$ cat config.mk
export PLATFORM = sky130hd
export DESIGN_NAME = sof_length_field_deframer
export DESIGN_NICKNAME = d
export VERILOG_FILES = /design/src/hw/rtl/sfd_pkg.sv /design/src/hw/rtl/sfd_in_stage.sv /design/src/hw/rtl/sfd_parser.sv /design/src/hw/rtl/sof_length_field_deframer.sv
export SDC_FILE = /design/constraint.sdc
export NUM_CORES = 1
export LEC_CHECK = 0
export ABC_AREA = 1
export BUFFER_PORTS_ARGS = -buffer_cell sky130_fd_sc_hd__buf_2
export CAP_MARGIN = 20
export CELL_PAD_IN_SITES_DETAIL_PLACEMENT = 1
export CELL_PAD_IN_SITES_GLOBAL_PLACEMENT = 1
export CORE_MARGIN = 4
export CORE_UTILIZATION = 46
export DETAILED_ROUTE_END_ITERATION = 16
export PLACE_DENSITY_LB_ADDON = 0.1
export SLEW_MARGIN = 10
export SYNTH_ARGS = -nofsm -noshare
export SYNTH_HDL_FRONTEND = slang
export SYNTH_SLANG_ARGS = --single-unit
$ cat constraint.sdc
create_clock -name clk -period 9.3 [get_ports clk]
set_clock_uncertainty 0.15 [all_clocks]
set_input_delay 0.465 -clock clk [delete_from_list [all_inputs] [get_ports clk]]
set_output_delay 0.465 -clock clk [all_outputs]
set_load 0.02 [all_outputs]
$ cat src/hw/rtl/sfd_pkg.sv
// Shared types, constants and helpers for the length-prefixed deframer.
// No dependencies.
package sfd_pkg;

	localparam int LENGTH_BITS = 10;  // decoded length width, 8..16
	localparam int FIELD_W     = 10;  // reported offset/length width
	localparam int CNT_W       = 32;
	localparam logic [7:0] MARKER_RESET = 8'h55;

	typedef enum logic [1:0] {
		KIND_DISCARD = 2'd0,
		KIND_FRAME   = 2'd1,
		KIND_LAST    = 2'd2,
		KIND_HDR_ERR = 2'd3
	} kind_t;

	typedef logic [LENGTH_BITS-1:0] len_t;

	// Per-byte result fields held in the output register
	typedef struct packed {
		logic [7:0]         data;
		kind_t              kind;
		logic [FIELD_W-1:0] offset;
		logic [FIELD_W-1:0] length;
	} res_t;

	// Counter snapshot reported with each result
	typedef struct packed {
		logic [CNT_W-1:0] frames;
		logic [CNT_W-1:0] received;
		logic [CNT_W-1:0] framed;
		logic [CNT_W-1:0] discarded;
	} cnt_t;

	// Report a length-width value modulo 2**FIELD_W
	function automatic logic [FIELD_W-1:0] to_field(input len_t v);
		logic [15:0] w;
		w = 16'(v);
		return w[FIELD_W-1:0];
	endfunction

endpackage

$ cat src/hw/rtl/sfd_in_stage.sv
// Input register of the deframer: captures one received byte per transfer.
// Depends on sfd_pkg (imported for project consistency).
module sfd_in_stage
	import sfd_pkg::*;
(
	input  logic       clk,
	input  logic       arst_n,
	input  logic       in_valid,
	input  logic [7:0] rx_byte,
	output logic       in_stall,
	input  logic       adv,
	output logic       valid_s1,
	output logic [7:0] byte_s1
);

	// Hold while a byte waits and the parser cannot take it
	assign in_stall = valid_s1 && !adv;

	// Valid flag
	always_ff @(posedge clk or negedge arst_n) begin
		if (!arst_n) begin
			valid_s1 <= 1'b0;
		end else if (!in_stall) begin
			valid_s1 <= in_valid;
		end
	end

	// Payload, no reset needed
	always_ff @(posedge clk) begin
		if (!in_stall && in_valid) begin
			byte_s1 <= rx_byte;
		end
	end

endmodule

$ cat src/hw/rtl/sfd_parser.sv
// Frame parser: classifies the registered byte, updates framing state and
// counters, and loads the result register. Depends on sfd_pkg.
module sfd_parser
	import sfd_pkg::*;
(
	input  logic       clk,
	input  logic       arst_n,
	input  logic       adv,
	input  logic [7:0] byte_s1,
	input  logic [7:0] marker,
	output res_t       res_s2,
	output cnt_t       cnt_q
);

	logic in_frame_q, in_frame_d;
	len_t pos_q, pos_d;
	logic [7:0] low_q, low_d;
	len_t len_q, len_d;
	logic [15:0] hdr_word;
	len_t hdr_len;
	logic [LENGTH_BITS:0] pos_inc;
	logic close;
	logic [1:0] disc_inc;
	kind_t kind;
	len_t off, len_o;
	cnt_t cnt_d;

	assign hdr_word = {byte_s1, low_q};
	assign hdr_len  = hdr_word[LENGTH_BITS-1:0];
	assign pos_inc  = {1'b0, pos_q} + (LENGTH_BITS+1)'(1);

	// Byte classification and next framing state
	always_comb begin
		kind       = KIND_DISCARD;
		off        = '0;
		len_o      = '0;
		in_frame_d = in_frame_q;
		pos_d      = pos_q;
		low_d      = low_q;
		len_d      = len_q;
		close      = 1'b0;
		disc_inc   = 2'd0;
		if (!in_frame_q) begin
			if (byte_s1 == marker) begin
				in_frame_d = 1'b1;
				pos_d      = LENGTH_BITS'(1);
				len_d      = '0;
				kind       = KIND_FRAME;
			end else begin
				disc_inc = 2'd1;
			end
		end else begin
			off = pos_q;
			if (pos_q == LENGTH_BITS'(1)) begin
				// length low byte
				low_d = byte_s1;
				pos_d = LENGTH_BITS'(2);
				kind  = KIND_FRAME;
			end else if (pos_q == LENGTH_BITS'(2)) begin
				// length high byte: validate the decoded length
				len_d = hdr_len;
				len_o = hdr_len;
				if (hdr_len < LENGTH_BITS'(3)) begin
					disc_inc   = 2'd3;
					in_frame_d = 1'b0;
					pos_d      = '0;
					kind       = KIND_HDR_ERR;
				end else if (hdr_len == LENGTH_BITS'(3)) begin
					kind  = KIND_LAST;
					close = 1'b1;
				end else begin
					kind  = KIND_FRAME;
					pos_d = LENGTH_BITS'(3);
				end
			end else begin
				// body and trailer
				len_o = len_q;
				if (pos_inc >= {1'b0, len_q}) begin
					kind  = KIND_LAST;
					close = 1'b1;
				end else begin
					kind  = KIND_FRAME;
					pos_d = pos_inc[LENGTH_BITS-1:0];
				end
			end
		end
		if (close) begin
			in_frame_d = 1'b0;
			pos_d      = '0;
		end
	end

	// Running counters, all wrap
	always_comb begin
		cnt_d.received  = cnt_q.received + CNT_W'(1);
		cnt_d.discarded = cnt_q.discarded + CNT_W'(disc_inc);
		cnt_d.frames    = cnt_q.frames + CNT_W'(close);
		cnt_d.framed    = cnt_q.framed + (close ? CNT_W'(len_d) : '0);
	end

	// Framing state and counters
	always_ff @(posedge clk or negedge arst_n) begin
		if (!arst_n) begin
			in_frame_q <= 1'b0;
			pos_q      <= '0;
			low_q      <= '0;
			len_q      <= '0;
			cnt_q      <= '0;
		end else if (adv) begin
			in_frame_q <= in_frame_d;
			pos_q      <= pos_d;
			low_q      <= low_d;
			len_q      <= len_d;
			cnt_q      <= cnt_d;
		end
	end

	// Result register
	always_ff @(posedge clk) begin
		if (adv) begin
			res_s2.data   <= byte_s1;
			res_s2.kind   <= kind;
			res_s2.offset <= to_field(off);
			res_s2.length <= to_field(len_o);
		end
	end

endmodule

$ cat src/hw/rtl/sof_length_field_deframer.sv
// Top level of the start-of-frame, length-prefixed byte deframer.
// Depends on sfd_pkg, sfd_in_stage and sfd_parser.
//
// Usage:
//   Input channel in_valid/in_stall carries rx_byte; a transfer happens when
//   in_valid is high and in_stall low. Output channel out_valid/out_stall
//   carries out_byte, byte_kind, frame_offset, frame_length and the four
//   running counters, each counter already including the byte shown.
//   start_marker is written through cfg_valid/cfg_ready (always ready); the
//   user must write it only while the block is idle, a rule the block itself
//   leaves unchecked; it resets to 0x55. An input transfer loads the input
//   register; the result register loads from it when adv is high, which an
//   output stall holds off, and out_valid rises as it loads. Throughput: one
//   byte per cycle while out_stall is low, set by the combinational
//   classify/counter update between the two registers.
//   Reset: hunting, all counters zero, both registers empty.
//   Stall: a stalled result holds; if the input register is empty, one more
//   byte is taken into it, and in_stall then rises until the result drains.
module sof_length_field_deframer
	import sfd_pkg::*;
(
	input  logic              clk,
	input  logic              arst_n,
	input  logic              cfg_valid,
	output logic              cfg_ready,
	input  logic [7:0]        start_marker,
	input  logic              in_valid,
	output logic              in_stall,
	input  logic [7:0]        rx_byte,
	output logic              out_valid,
	input  logic              out_stall,
	output logic [7:0]        out_byte,
	output logic [1:0]        byte_kind,
	output logic [FIELD_W-1:0] frame_offset,
	output logic [FIELD_W-1:0] frame_length,
	output logic [CNT_W-1:0]  frames_done,
	output logic [CNT_W-1:0]  bytes_received,
	output logic [CNT_W-1:0]  bytes_framed,
	output logic [CNT_W-1:0]  bytes_discarded
);

	logic [7:0] marker_q;
	logic       out_valid_q;
	logic       valid_s1;
	logic [7:0] byte_s1;
	logic       adv;
	res_t       res_s2;
	cnt_t       cnt_q;

	// Marker register
	assign cfg_ready = 1'b1;
	always_ff @(posedge clk or negedge arst_n) begin
		if (!arst_n) begin
			marker_q <= MARKER_RESET;
		end else if (cfg_valid && cfg_ready) begin
			marker_q <= start_marker;
		end
	end

	// Advance when a byte waits and the result register is free or draining
	assign adv = valid_s1 && (!out_valid_q || !out_stall);

	always_ff @(posedge clk or negedge arst_n) begin
		if (!arst_n) begin
			out_valid_q <= 1'b0;
		end else if (adv) begin
			out_valid_q <= 1'b1;
		end else if (!out_stall) begin
			out_valid_q <= 1'b0;
		end
	end

	sfd_in_stage u_in (
		.clk      (clk),
		.arst_n   (arst_n),
		.in_valid (in_valid),
		.rx_byte  (rx_byte),
		.in_stall (in_stall),
		.adv      (adv),
		.valid_s1 (valid_s1),
		.byte_s1  (byte_s1)
	);

	sfd_parser u_parser (
		.clk     (clk),
		.arst_n  (arst_n),
		.adv     (adv),
		.byte_s1 (byte_s1),
		.marker  (marker_q),
		.res_s2  (res_s2),
		.cnt_q   (cnt_q)
	);

	// Output ports
	assign out_valid       = out_valid_q;
	assign out_byte        = res_s2.data;
	assign byte_kind       = res_s2.kind;
	assign frame_offset    = res_s2.offset;
	assign frame_length    = res_s2.length;
	assign frames_done     = cnt_q.frames;
	assign bytes_received  = cnt_q.received;
	assign bytes_framed    = cnt_q.framed;
	assign bytes_discarded = cnt_q.discarded;

endmodule

==> results_dict.tcl, run 1 <==
set metrics [dict create \
    status "finished clean" \
    rsz0062_at_grt "false" \
    finalNetCount 1743 \
    clk_pin_slew_worst_paths_ns 0.06 \
    dr_wl_met3_um 1530 \
    dr.pass1.iters 4 \
    die_w_um 169 \
    synth_seq_area_share_pct 44.9 \
    clockBufferDepth 3 \
    worst_path_most_repeated_cell "nand2_1" \
    cp_slowest_cell "dfrtp_1" \
    hold_class "primary input to register" \
    drv_slew 0 \
    fmaxAchievable_mhz 212 \
    wl_per_cell_um 17.1 \
    cts_tree "yes" \
    area_growth_pct 17.2 \
    final_cell_mix "444 x nand2_1, 224 x inv_1, 179 x buf_2, 163 x dfrtp_1, 129 x nor2_1" \
    std_cell_rows 58 \
    yosysWarnings 0 \
    power_density_nw_per_um2 208 \
    portBuffers 180 \
    cts_sinks 205 \
    holdPathStages 1 \
    maxCapViolations 0 \
    dieArea_um2 28400 \
    tightestPinTransition_ns 0.863 \
    met1_length_um 15000 \
    min_period_over_period_pct 50.7 \
    crit_buf_inv 3 \
    yosysTopAreaCell "dfrtp_1" \
    cp_top_family "simple AND/OR/NAND/NOR gates" \
    setup_viol 0 \
    power.leakage_nw 7.13 \
    drive_above_1_share_pct 17.5 \
    grt_pass1_vias 11400 \
    synth_flop_cell "dfrtp_1" \
    antenna_found_initial 1 \
    hold_buffers 9 \
    cts_buffers 25 \
    top_layer "met4" \
    post_cts_buffers 0 \
    grt_pass1_wl_um 58800 \
    ant_nets 0 \
    grt_max_degree 75 \
    synthCells 1498 \
    worstPathArrival_ns 4.96 \
    drt_iter0_drc 520 \
    p_total_mw 2.90 \
    syn_area_um2 11900 \
    drc 0 \
    htreeDepth 1 \
    clkLatencyLatePin_ns 0.51 \
    fp.dieH_um 169 \
    gp_congestion 0.884 \
    met2_wirelength_um 17500 \
    core_region_area_um2 25300 \
    cp.required_ns 9.55 \
    final_common_cell "nand2_1" \
    slowest_delay_ns 0.53 \
    critPathKind "register to register" \
    synth_top_area_share_pct 34.4 \
    root_buffer "clkbuf_16" \
    dp_hpwl_um 26100 \
    synth.area.top_cells "dfrtp_1 34%, nand2_1 14%, edfxtp_1 9.6%" \
    reg2reg_depth 24 \
    syn-num-nets 1549 \
    postRouteWirelength_um 34800 \
    start_util_pct 47.0 \
    start_kind "register" \
    whs_ns 0.0283 \
    crit_chain "ha_1, nand3_2, nor2_1, xor2_1, inv_1, ha_1, nand2_1, nor2_1, nand2_1, nand2_1, nand2_2, nand3_2, nand3_2, nor2_1, ha_1, inv_1, fa_1, inv_1, nand3_1, nand2_1, nand3_1, o211ai_1, nand2_1, xor2_1" \
    crit_fanout 22 \
    synth.avg_cell_area_um2 7.92 \
    synth-edff-count 38 \
    relSlewSlack_pct 42.5 \
    grtUsageTotal_pct 24.9 \
    fin_crit_ns 4.72 \
    cp-end-kind "register" \
    grt_overflow_total 0 \
    io_pins 182 \
    viasPerCell 5.16 \
    hold_violations 0 \
    vias 10500 \
    ir_drop_mv 0.172 \
    synth.ff_latch_count 205 \
    ys_types 54 \
    cp.depth 24 \
    synthArstFlopShare_pct 81.5 \
    setup-tns-final_ns 0 \
    cts_resized 0 \
]
sequential cells by signal, summed over array words and instances (netlist names), 8 cells and up:
register / count
u_parser.low_q: 8
u_parser.len_q: 10
u_parser.pos_q: 10
u_parser.res_s2: 30
u_in.byte_s1: 8
u_parser.cnt_q: 128
marker_q: 8
logic make-up (layout without fill, tap and decap cells):
kind of cell | count (synthesis) | in the layout | synth area share, %
xor gates and xnor gates | 94 | 94 | 6.94
AOI/OAI and AO/OA | 98 | 98 | 4.53
DFF | 205 | 205 | 44.9
muxes | 5 | 5 | 0.475
adders and majority gates | 30 | 30 | 3.29
and+or+nand+nor | 808 | 808 | 31.2
other | 1 | 2 | 0.0316
buffers and inverters | 257 | 464 | 8.68
through the flow:
| step | cells | instance area [um2] | utilization, % | setup WS (ns) |
|---|---|---|---|---|
| 3_5_place_dp | 1986 | 13100 | 51.7 | 4.62 |
| 5_1_grt | 2036 | 13900 | 55.1 | 4.01 |
| 3_3_place_gp | 1986 | 13100 | 51.7 | 4.89 |
| 2_1_floorplan | 1498 | 11900 | - | 5.49 |
| 4_1_cts | 2035 | 13900 | 55.1 | 4.56 |
| 6_report | 2036 | 13900 | 55.1 | 4.58 |
where the power goes:
part | switching, mW | internal (mW) | total, mW | leakage (nW)
logic | 0.535 | 0.245 | 0.780 | 4.20
registers | 0.150 | 1.04 | 1.19 | 2.55
clock network | 0.370 | 0.551 | 0.922 | 0.377
total | 1.06 | 1.84 | 2.90 | 7.13
cells in the mapped netlist, types with 2 or more instances:
library cell	instances
xnor2_1	35
mux2_2	5
o21ai_2	2
nand2_4	4
fa_1	2
nand2_2	12
nor2_2	11
nor2_1	129
dfstp_2	4
nor3_2	4
nor3_4	2
buf_4	2
nor4_1	4
nor4_4	2
buf_1	2
inv_1	224
dfrtp_1	163
nand3b_1	4
xor2_1	59
a21oi_1	19
inv_2	7
nand2_1	444
clkbuf_1	7
buf_6	6
nor2_8	2
edfxtp_1	38
nand3_4	2
o211ai_1	5
nand3_2	10
o21ai_1	5
ha_1	28
buf_2	8
nand3_1	91
nand4_1	25
o21ai_0	60
nor2_4	8
nor3_1	46
layout make-up:
cell class	count	area (um2)
Tap cell	330	413
Antenna cell	1	2.50
Sequential cell	205	5330
Fill cell	3241	11300
Inverter	232	876
Multi-Input combinational cell	1036	5510
Clock buffer	39	758
Clock inverter	1	6.26
Timing Repair Buffer	192	1020
per-layer routing:
layer  up-vias  global-route usage, %
met2       217                   44.7
met4         0                   6.10
met5         -                      0
met3        51                   3.95
met1      5148                   31.5
li1       5090                      -
path summary, 6_finish.rpt:
check / end / slack (ns) / startpoint
worst min register to register: u_parser.cnt_q[95] / 0.32 / u_parser.cnt_q[95]
worst max register to register: u_parser.cnt_q[56] / 4.58 / u_parser.pos_q[0]
min in group asynchronous: marker_q[7] / 0.35 / arst_n
max in group asynchronous: u_parser.cnt_q[61] / 6.76 / arst_n
worst max-delay path: u_parser.cnt_q[56] / 4.58 / u_parser.pos_q[0]
worst min-delay path: u_in.byte_s1[0] / 0.03 / rx_byte[0]
No activity file was read; power rests on OpenSTA's default activity.
==> run 2: changes to the inputs <==
--- a/config.mk
+++ b/config.mk
@@ -11,7 +11,7 @@
 export CELL_PAD_IN_SITES_DETAIL_PLACEMENT = 1
 export CELL_PAD_IN_SITES_GLOBAL_PLACEMENT = 1
 export CORE_MARGIN = 4
-export CORE_UTILIZATION = 46
+export CORE_UTILIZATION = 38
 export DETAILED_ROUTE_END_ITERATION = 16
 export PLACE_DENSITY_LB_ADDON = 0.1
 export SLEW_MARGIN = 10
==> constraint.sdc (replaced) <==
create_clock -name clk -period 3.8 [get_ports clk]
set_clock_uncertainty 0.15 [all_clocks]
set_input_delay 0.19 -clock clk [delete_from_list [all_inputs] [get_ports clk]]
set_output_delay 0.19 -clock clk [all_outputs]
set_load 0.02 [all_outputs]
==> run 2 against run 1 <==
Register-to-register slack got worse by 4.7 ns. Critical endpoint is now u_parser.cnt_q[60]. Highest routed layer unchanged. Design area rose by 12%. Fmax rose by 21%. The run now ends with setup timing left. Routed wire length rose by 9.6%.
==> results_dict.tcl, run 2 (synthesized netlist as in run 1, its figures left out) <==
set metrics [dict create \
    multi_input_area_um2 6050 \
    tightestPinTransition_ns 0.674 \
    drc 0 \
    fp.dieH_um 185 \
    cts_sinks 205 \
    cp.required_ns 4.07 \
    start_util_pct 38.7 \
    maxCapViolations 0 \
    final_common_cell "nand2_1" \
    vias 11000 \
    power_density_nw_per_um2 492 \
    final_cell_mix "423 x nand2_1, 215 x inv_1, 179 x buf_2, 161 x dfrtp_1, 110 x nor2_1" \
    critPathKind "register to register" \
    reg2reg_depth 24 \
    rsz0062_at_grt "true" \
    clkLatencyLatePin_ns 0.53 \
    dr.pass1.iters 4 \
    relSlewSlack_pct 55.1 \
    grt_pass1_vias 11600 \
    area_growth_pct 31.5 \
    cp-end-kind "register" \
    htreeDepth 1 \
    cts_buffers 26 \
    start_kind "register" \
    hold_violations 0 \
    cts_tree "yes" \
    setup_viol 5 \
    hold_class "primary input to asynchronous set/reset pin" \
    postRouteWirelength_um 38200 \
    clk_pin_slew_worst_paths_ns 0.06 \
    crit_fanout 7 \
    regMostFlops "u_parser.cnt_q" \
    grtUsageTotal_pct 21.7 \
    largest_reg_flops 128 \
    worstPathArrival_ns 4.16 \
    root_buffer "clkbuf_16" \
    grt_pass1_wl_um 60600 \
    min_period_over_period_pct 102 \
    ir_drop_mv 0.362 \
    fin_ws_ns -0.0871 \
    io_pins 182 \
    seqCellArea_um2 5330 \
    setup-tns-final_ns -0.175 \
    wl_per_cell_um 17.1 \
    gp_congestion 0.835 \
    drt_iter0_drc 436 \
    nFillCells 3798 \
    drive_above_1_share_pct 27.2 \
    std_cell_rows 64 \
    power.leakage_nw 7.81 \
    drv_slew 0 \
    dp_hpwl_um 27200 \
    core_region_area_um2 30700 \
    largestRegisters "u_parser.cnt_q (128), u_parser.res_s2 (30)" \
    portBuffers 180 \
    place_area_um2 13700 \
    worstReg2RegStart "u_parser.pos_q[0]" \
    reg2reg_slack_ns -0.09 \
    viasPerCell 4.93 \
    status "finished with violations" \
    finalNetCount 1863 \
    ant_nets 0 \
    diodes 0 \
    reg2reg_to "u_parser.cnt_q[60]" \
    antenna_found_initial 0 \
    violations "setup timing" \
    grt_max_degree 67 \
    fmaxAchievable_mhz 257 \
    clockBufferDepth 3 \
    dieArea_um2 34100 \
    grt_overflow_total 0 \
    fin_util_pct 50.9 \
    fin_crit_ns 3.89 \
    finalInstanceArea_um2 15600 \
    die_w_um 185 \
]
==> run 2: layout make-up <==
cell class / instances / share of cell area (%)
Tap cell: 396 / 3.18
Inverter: 232 / 5.63
Timing Repair Buffer: 310 / 12.8
Multi-Input combinational cell: 1037 / 38.8
Clock buffer: 42 / 4.95
Sequential cell: 205 / 34.2
Clock inverter: 6 / 0.529
==> run 2: power by group <==
part	total, mW	switching [mW]	internal [mW]
Combinational	2.26	1.46	0.804
Clock	2.48	0.966	1.52
Sequential	2.92	0.368	2.56
Total	7.67	2.79	4.88
==> run 2: worst max path at each step <==
stage / slack (ns) / end / depth (start not counted) / from
3_3_place_gp: -0.17 / u_parser.cnt_q[50] / 24 / u_parser.pos_q[0]
5_1_grt: -0.31 / u_parser.cnt_q[57] / 23 / u_parser.pos_q[0]
3_5_place_dp: -0.25 / u_parser.cnt_q[50] / 24 / u_parser.pos_q[0]
4_1_cts: -0.03 / u_parser.cnt_q[57] / 24 / u_parser.pos_q[1]
2_1_floorplan: 0.03 / u_parser.cnt_q[56] / 25 / u_parser.pos_q[1]
6_report: -0.09 / u_parser.cnt_q[60] / 24 / u_parser.pos_q[0]
==> run 2: what timing repair did <==
action	CTS	global route
hold buffers	32	0
setup buffers	10	17
setup endpoints to repair	38	56
gates cloned	0	1
endpoints found under the hold margin	82	0
pin swaps	7	38
resized for setup	34	102
==> run 2: worst max-delay path, stage by stage, from the launching register on <==
cell and delay (ns):
dfrtp_2 0.44, ha_4 0.18, nand3_4 0.10, inv_2 0.08, nand2_2 0.07, xor2_2 0.19
ha_1 0.35, nand3_1 0.10, nor2_1 0.05, nand2_1 0.07, nand2_2 0.05, a21oi_2 0.16
nand3_2 0.12, nand3_4 0.14, nor2_1 0.08, ha_1 0.35, a21oi_1 0.26, buf_4 0.17
o21ai_2 0.06, nand2_1 0.07, o211ai_1 0.13, buf_4 0.19, buf_4 0.12, nand4_1 0.06
nand2_1 0.05
==> run 2: per-stage QoR <==
stage	instances	hold WS, ns	total power [mW]	setup slack, ns
final	2228	0.0859	7.67	-0.0871
after floorplan	1498	-0.256	4.19	0.0332
after global placement	2120	0.106	4.92	-0.170
after detailed placement	2120	0.103	5.00	-0.254
after global routing	2228	0.140	8.13	-0.312
after CTS	2210	0.104	7.66	-0.0267
==> run 2: layer usage <==
layer,GRT usage (%),up-vias,part of all wire (%)
met5,0,-,0
met4,4.37,0,2.1
met3,3.22,45,4.2
met2,39.4,200,51
met1,27.6,5393,43
li1,-,5336,-
==> run 3: changes to the inputs <==
--- a/config.mk
+++ b/config.mk
@@ -11,10 +11,12 @@
 export CELL_PAD_IN_SITES_DETAIL_PLACEMENT = 1
 export CELL_PAD_IN_SITES_GLOBAL_PLACEMENT = 1
 export CORE_MARGIN = 4
-export CORE_UTILIZATION = 38
+export CORE_UTILIZATION = 39
+export CTS_CLUSTER_DIAMETER = 80
 export DETAILED_ROUTE_END_ITERATION = 16
 export PLACE_DENSITY_LB_ADDON = 0.1
 export SLEW_MARGIN = 10
 export SYNTH_ARGS = -nofsm -noshare
 export SYNTH_HDL_FRONTEND = slang
+export SYNTH_HIERARCHICAL = 1
 export SYNTH_SLANG_ARGS = --single-unit
==> run 3 against run 2 <==
The flow still finishes with violations (setup timing). Non-clock buffer count shrank 13. Global-route usage shrank 1.3 points. Cell count shrank 17%. Area after synthesis shrank 10%. Routed wire length shrank 18%. Die area shrank 12%. Synthesized cell count shrank 20%. First-iteration DRC count shrank 8.3%. Critical path depth grew 3. Highest routed layer unchanged. Largest cell class is now registers. Worst setup slack lost 0.013 ns.
==> results_dict.tcl, run 3 <==
set metrics [dict create \
    status "finished with violations" \
    violations "setup timing" \
    clockBufferDepth 3 \
    start_kind "register" \
    dp_hpwl_um 22200 \
    reg2reg_depth 27 \
    regMostFlops "u_parser/cnt_q" \
    synth_seq_area_share_pct 50.1 \
    syn-num-nets 1243 \
    grt_pass1_vias 9857 \
    largestRegisters "u_parser/cnt_q (128), u_parser/res_s2 (30)" \
    drv_slew 0 \
    fmaxAchievable_mhz 256 \
    root_buffer "clkbuf_16" \
    reg2reg_slack_ns -0.1 \
    maxCapViolations 0 \
    largest_reg_flops 128 \
    fp.dieH_um 173 \
    crit_buf_inv 5 \
    gp_congestion 0.863 \
    cts_buffers 25 \
    grt_max_degree 68 \
    hold_class "primary input to asynchronous set/reset pin" \
    finalInstanceArea_um2 14500 \
    yosysTopAreaCell "dfrtp_1" \
    ir_drop_mv 0.304 \
    hold_violations 0 \
    synthArstFlopShare_pct 81.5 \
    grt_overflow_total 0 \
    synth_flop_cell "dfrtp_1" \
    area_growth_pct 36.3 \
    dieArea_um2 30000 \
    fin_ws_ns -0.0998 \
    relSlewSlack_pct 45.9 \
    cp_slowest_cell "dfrtp_1" \
    critPathKind "register to register" \
    yosysWarnings 6 \
    syn_area_um2 10600 \
    die_w_um 173 \
    drive_above_1_share_pct 31.9 \
    min_period_over_period_pct 103 \
    whs_ns 0.0653 \
    cts_sinks 205 \
    final_cell_mix "250 x nand2_1, 179 x buf_2, 163 x dfrtp_1, 150 x inv_1, 80 x nor2_1" \
    diodes 0 \
    power_density_nw_per_um2 488 \
    std_cell_rows 60 \
    power.leakage_nw 7.48 \
    viasPerCell 4.99 \
    final_common_cell "nand2_1" \
    antenna_found_initial 0 \
    rsz0062_at_grt "true" \
    cp_top_family "simple AND/OR/NAND/NOR gates" \
    worst_path_most_repeated_cell "nand2_2" \
    clk_pin_slew_worst_paths_ns 0.06 \
    postRouteWirelength_um 31500 \
    fin_util_pct 53.9 \
    synth_top_area_share_pct 38.4 \
    crit_fanout 5 \
    synth.avg_cell_area_um2 8.92 \
    core_region_area_um2 26900 \
    ys_types 53 \
    io_pins 182 \
    grtUsageTotal_pct 20.4 \
    drc 0 \
    synth_commonest_cells "281 x nand2_1, 163 x dfrtp_1, 158 x inv_1" \
    dr.pass1.iters 6 \
    crit_path_start "u_parser/pos_q[1]" \
    worstReg2RegStart "u_parser/pos_q[1]" \
    cp.required_ns 4.06 \
    clkLatencyLatePin_ns 0.53 \
    p_total_mw 7.08 \
    wl_per_cell_um 17.0 \
    ant_nets 0 \
    place_area_um2 12300 \
    cts_tree "yes" \
    synth.area.top_cells "dfrtp_1 38%, edfxtp_1 11%, nand2_1 9.9%" \
    vias 9268 \
    synth-edff-count 38 \
    synth.ff_latch_count 205 \
    fin_crit_ns 3.90 \
    reg2reg_to "u_parser/cnt_q[59]" \
    tightestPinTransition_ns 0.804 \
    finalNetCount 1549 \
    grt_pass1_wl_um 51500 \
    synthCells 1192 \
    cp-end-kind "register" \
    yosysMostFrequentCell "nand2_1" \
    setup_viol 18 \
    drt_iter0_drc 400 \
    slowest_delay_ns 0.38 \
    htreeDepth 1 \
    start_util_pct 39.6 \
    worstPathArrival_ns 4.16 \
    portBuffers 180 \
]
## run 3: what timing repair did
item                                    4_1_cts  5_1_grt
resized for setup                            56      137
hold endpoints to repair                     89        0
pin swaps                                    37       76
endpoints found under the setup margin       43       60
setup buffers                                11       15
hold buffers                                 35        0
## run 3: worst max path at each step
stage                         endpoint  slack (ns)  depth (start not counted)
finish              u_parser/cnt_q[59]        -0.1                         27
floorplan           u_parser/cnt_q[62]       0.007                         29
CTS                 u_parser/cnt_q[62]       -0.09                         28
global route        u_parser/cnt_q[60]       -0.35                         28
detailed placement  u_parser/cnt_q[56]       -0.21                         27
global placement    u_parser/cnt_q[56]       -0.09                         27
## run 3: cells by family (layout without fill, tap and decap cells)
kind of cell    Yosys count  in the layout  share of synthesized area [%]
other cells               1              1                         0.0353
fa+ha+maj                30             30                           3.67
buf+inv                 184            508                           7.20
simple gates            567            567                           24.3
flops                   205            205                           50.1
xor+xnor                115            115                           9.47
compound gates           90             90                           5.29
## run 3: per-stage QoR
step                setup WS [ns]  instances  setup TNS (ns)
floorplan                 0.00719       1192               0
global placement          -0.0878       1756          -0.519
detailed placement         -0.209       1756           -4.34
CTS                       -0.0903       1847          -0.523
global route               -0.351       1857           -9.92
finish                    -0.0998       1857          -0.696
## run 3: layout make-up
cell class | instances | area [um2]
fillers | 3148 | 12400
flip-flops and latches | 205 | 5330
multi-input cells | 803 | 5310
repair buffers | 297 | 1990
clock buffers | 33 | 716
inverters | 166 | 643
well taps | 341 | 427
clock inverters | 12 | 88.8
## run 3: metal layers
layer	track usage (%)	up-vias	routed length [um]
met3	4.35	48	1500
met5	0	-	0
li1	-	4451	-
met1	27.0	4586	13700
met2	34.7	183	15600
met4	4.76	0	724
## run 3: where the power goes
| part | switching [mW] | internal (mW) |
|---|---|---|
| Sequential | 0.289 | 2.52 |
| Combinational | 1.21 | 0.732 |
| Clock | 0.944 | 1.38 |
| Total | 2.44 | 4.64 |
